$ cat src/sv/tpg_pkg.sv
package tpg_pkg;

	localparam int MAX_SIDE_DEF  = 4096;
	localparam int GRAY_BITS_DEF = 16;

	// Gradient quotient bits; one divider stage per bit.
	localparam int Q_STEPS = 16;
	localparam int NUM_W   = 29;
	localparam int DEN_W   = 14;

	typedef enum logic [2:0] {
		MODE_CHECKS,
		MODE_STRIPES,
		MODE_XGRAD,
		MODE_XYGRAD,
		MODE_DISK,
		MODE_ROSETTE,
		MODE_SQUARE,
		MODE_RECT
	} mode_t;

	typedef enum logic [2:0] {
		REG_MODE,
		REG_SIDE,
		REG_FMIN,
		REG_FMAX,
		REG_SQSIDE,
		REG_GMIN,
		REG_GMAX
	} cfg_reg_t;

	// True when d lies in the centered span [-(n/2), n-1-n/2].
	function automatic logic in_span(input logic signed [13:0] d, input logic [12:0] n);
		logic signed [14:0] lo;
		logic signed [14:0] hi;
		logic signed [14:0] dx;
		lo = -$signed({3'b000, n[12:1]});
		hi = $signed({2'b00, n}) - 15'sd1 - $signed({3'b000, n[12:1]});
		dx = {d[13], d};
		return (dx >= lo) && (dx <= hi);
	endfunction

endpackage

$ cat src/sv/tpg_div.sv
module tpg_div import tpg_pkg::*; #(
	parameter int NW = NUM_W,
	parameter int DW = DEN_W,
	parameter int QW = Q_STEPS
) (
	input  logic          clk,
	input  logic [QW-1:0] en,
	input  logic [NW-1:0] num,
	input  logic [DW-1:0] den,
	output logic [QW-1:0] q
);

	// Restoring division, one quotient bit per stage. The caller keeps
	// num below den * 2**QW, so the top bits start as a valid remainder.
	// The caller must hold den static while beats are in flight; the divider does not enforce it.
	logic [DW-1:0] rem_s [QW];
	logic [QW-1:0] low_s [QW];
	logic [QW-1:0] quo_s [QW];

	for (genvar k = 0; k < QW; k++) begin : g_st
		logic [DW-1:0] r_in;
		logic [QW-1:0] l_in;
		logic [QW-1:0] q_in;
		logic [DW:0]   t;
		logic          ge;

		if (k == 0) begin : g_head
			assign r_in = DW'(num[NW-1:QW]);
			assign l_in = num[QW-1:0];
			assign q_in = '0;
		end else begin : g_body
			assign r_in = rem_s[k-1];
			assign l_in = low_s[k-1];
			assign q_in = quo_s[k-1];
		end

		always_comb begin
			t  = {r_in, l_in[QW-1]};
			ge = t >= {1'b0, den};
		end

		always_ff @(posedge clk) begin
			if (en[k]) begin
				rem_s[k] <= ge ? DW'(t - {1'b0, den}) : DW'(t);
				low_s[k] <= {l_in[QW-2:0], 1'b0};
				quo_s[k] <= {q_in[QW-2:0], ge};
			end
		end
	end

	assign q = quo_s[QW-1];

endmodule

$ cat config.mk
export PLATFORM = sky130hd
export DESIGN_NAME = tpg_div
export DESIGN_NICKNAME = d
export VERILOG_FILES = /design/src/sv/tpg_pkg.sv /design/src/sv/tpg_div.sv
export SDC_FILE = /design/constraint.sdc
export NUM_CORES = 1
export LEC_CHECK = 0
export ABC_AREA = 1
export BUFFER_PORTS_ARGS = -buffer_cell sky130_fd_sc_hd__buf_2
export CAP_MARGIN = 20
export CELL_PAD_IN_SITES_DETAIL_PLACEMENT = 0
export CELL_PAD_IN_SITES_GLOBAL_PLACEMENT = 2
export CORE_ASPECT_RATIO = 2
export CORE_UTILIZATION = 35
export DETAILED_ROUTE_END_ITERATION = 10
export PLACE_DENSITY_LB_ADDON = 0.05
export SLEW_MARGIN = 20
export SYNTH_ARGS = -nofsm -noshare
export SYNTH_HDL_FRONTEND = slang
export SYNTH_SLANG_ARGS = --single-unit
$ cat constraint.sdc
create_clock -name clk -period 2.89 [get_ports clk]
set_input_delay 0.1445 -clock clk [delete_from_list [all_inputs] [get_ports clk]]
set_output_delay 0.1445 -clock clk [all_outputs]
set_load 0.005 [all_outputs]
==> impl_metrics.py <==
metrics = {
    "placement": {
        "io_buffers": 75,
        "place_congestion": 0.9045,
        "dpl_worst_slack_ns": 0.09546,
        "hpwl_mm": 83.48,
    },
    "final_layout": {
        "area_delta_synth_final_pct": 11.69,
        "drive_gt1_share_pct": 11.01,
        "final_nets": 4118,
        "diodes": 0,
    },
    "floorplanning": {
        "design.portCount": 76,
        "fp.dieH_um": 426.7,
        "die_area_mm2": 0.09148,
        "start_util_pct": 35.39,
        "core.rowCount": 155,
        "core-area_mm2": 0.08921,
        "die_x_um": 214.4,
    },
    "detailed_routing": {
        "wirelength_mm": 103.2,
        "post-route-drc-count": 0,
        "vias": 23958,
        "antenna_left": 0,
        "wl_per_cell_um": 20.56,
        "drtPass1Iterations": 5,
        "first_iter_violations": 929,
        "viasPerCell": 4.773,
    },
    "sta": {
        "min_period_ns": 2.571,
        "setup_viol": 0,
        "finalMaxSlewViolations": 0,
        "setup_ws_ns": 0.3188,
        "period_share_pct": 88.97,
        "tightest_slew_ns": 0.8665,
        "rsz0062_at_grt": "false",
        "max_freq_mhz": 388.9,
        "skew_ns": 0.03213,
        "relSlewSlack_pct": 42.24,
        "finalHoldViolCount": 0,
        "tns_ns": 0,
    },
    "clocking": {
        "htree_levels": 2,
        "cts_sinks": 466,
        "clock_path_buffers": 3,
        "insertion_delay_ns": 0.63,
        "clkSlewWorstSetupHoldPaths_ns": 0.07,
        "postCtsSetupBuffers": 0,
        "root_buffer": "clkbuf_16",
        "cts_tree": "yes",
        "numCtsBuffers": 46,
    },
    "synthesis": {
        "synth_ff_type": "edfxtp_1",
        "synth_seq_cells": 466,
        "postSynthAreaPerCell_um2": 8.657,
        "synth-edff-count": 466,
        "synth_cell_types": 40,
        "ys_seq_area_share_pct": 44.32,
        "yosys_warnings": 0,
        "syn_nets": 3960,
        "syn_area_mm2": 0.03157,
        "syn-instance-count": 3647,
        "async_reset_ff_share_pct": 0,
    },
    "worst_setup_path": {
        "critical_path_class": "reg -> reg",
        "worstPathMaxFanout": 23,
        "worstSetupEndpointType": "flip-flop",
        "crit_path_start_kind": "flip-flop",
        "required_ns": 3.23,
        "arrival_ns": 2.91,
    },
    "run": {
        "max_cap_viol_count": 0,
    },
    "global_route": {
        "grt_antenna_before_repair": 0,
        "grt_usage_pct": 22.59,
        "grt_pass1_vias": 24833,
        "grt_overflow": 0,
        "grt_first_pass_wirelength_mm": 150.3,
        "grt_max_degree": 31,
    },
    "min_path": {
        "min_path_type": "in -> reg",
    },
    "outcome": {
        "status": "completed",
    },
    "power": {
        "p_per_area_mw_per_mm2": 1022,
        "ir_drop_v": 0.0003808,
        "p_leak_nw": 16.98,
    },
}
## layout by cell type, fill, tap and decap left out, drive strengths merged
cell         instances
buf                110
bufinv               3
o21a                 2
a21oi               98
o21ai              126
nand3              236
dlygate4sd3         30
clkinv              18
ha                 238
o21bai               1
o211ai               1
nor3                14
inv                680
clkinvlp             4
or2                  8
and2                30
nand2             1219
nand3b              16
clkbuf              52
nand4              153
nor2               206
xor2                74
edfxtp             466
a21o                13
xnor2               30
fa                  15
## routing by layer
metal,GRT usage (%),share of wire [%],vias to the layer above
li1,-,-,12221
met1,16.82,28,11151
met2,50.61,62,367
met3,1.774,1.7,219
met4,15.98,7.7,0
met5,0,0,-
## cell usage after synthesis, types with 23 or more instances
cell type     n  area, um^2
inv_1       665        2496
nand4_1     140       875.8
nor2_1      166       623.1
ha_1        238        2978
nor2_2       34       212.7
nand2_2      38       237.7
edfxtp_1    466       13990
a21oi_1      83       415.4
xnor2_1      30       262.8
o21ai_1      67       335.3
nand3_1     195       975.9
xor2_1       74       648.1
o21ai_2      57       499.2
nand2_1    1171        4395
nand3_2      23       230.2
## kinds of logic after synthesis
| family | count (synthesis) | synth area share [%] |
|---|---|---|
| xor gates and xnor gates | 104 | 2.885 |
| buffers and inverters | 701 | 9.270 |
| DFF | 466 | 44.32 |
| adders and majority gates | 253 | 10.38 |
| and+or+nand+nor | 1882 | 27.97 |
| AOI/OAI and AO/OA | 241 | 5.168 |
## cell type report
class	instances	area [um^2]
clock buffer	52	1174
clock inverter	34	337.8
fill	9073	53950
inverter	671	2519
multi-input combinational	2480	14650
sequential	466	13990
tap	1177	1473
timing repair buffer	140	1114
## report_power, final
group          total (mW)  switching (mW)  internal, mW
clock                6.13            2.85          3.28
combinational        18.2            12.0          6.17
sequential           11.7            1.62          10.1
total                36.0            16.5          19.5
## critical path, stage by stage, from the launching register on
cell	delay, ns
edfxtp_1	0.55
ha_1	0.42
nand2_1	0.19
inv_1	0.06
nand2_1	0.07
nand2_1	0.10
a21oi_4	0.26
nand3_4	0.32
nand3_1	0.18
nand2_1	0.14
## sequential cells by signal (all words and copies together), names as in the netlist
signal	cells
quo_s	136
rem_s	210
low_s	120
## worst paths after layout
check | from | endpoint | slack, ns | cells after the start
worst min register to register | quo_s[1][40]$_DFFE_PP_ | quo_s[1][57]$_DFFE_PP_ | 0.41 | 0
worst max register to register | rem_s[0][65]$_DFFE_PP_ | rem_s[0][82]$_DFFE_PP_ | 0.32 | 9
worst max-delay path | rem_s[0][65]$_DFFE_PP_ | rem_s[0][82]$_DFFE_PP_ | 0.32 | 9
worst min-delay path | en[9] | rem_s[1][25]$_DFFE_PP_ | 0.11 | 1
## repair_timing
item / in CTS / in global routing
setup endpoints to repair: 0 / 0
endpoints found under the hold margin: 45 / 0
gates resized for setup: 0 / 0
hold buffers: 30 / 0
## metrics by stage
stage / cell area, um^2 / total power, mW / hold slack [ns] / utilization, % / instances
after floorplan: 31570 / 24.43 / 0.2434 / - / 3647
after global placement: 33450 / 30.22 / 0.3220 / 37.50 / 4904
after detailed placement: 33450 / 30.22 / 0.3230 / 37.50 / 4904
after CTS: 35260 / 36.55 / 0.07404 / 39.53 / 5020
after global routing: 35260 / 38.75 / 0.1119 / 39.53 / 5020
final: 35260 / 36.03 / 0.1056 / 39.53 / 5020
Power figures use the tool's default switching activity.
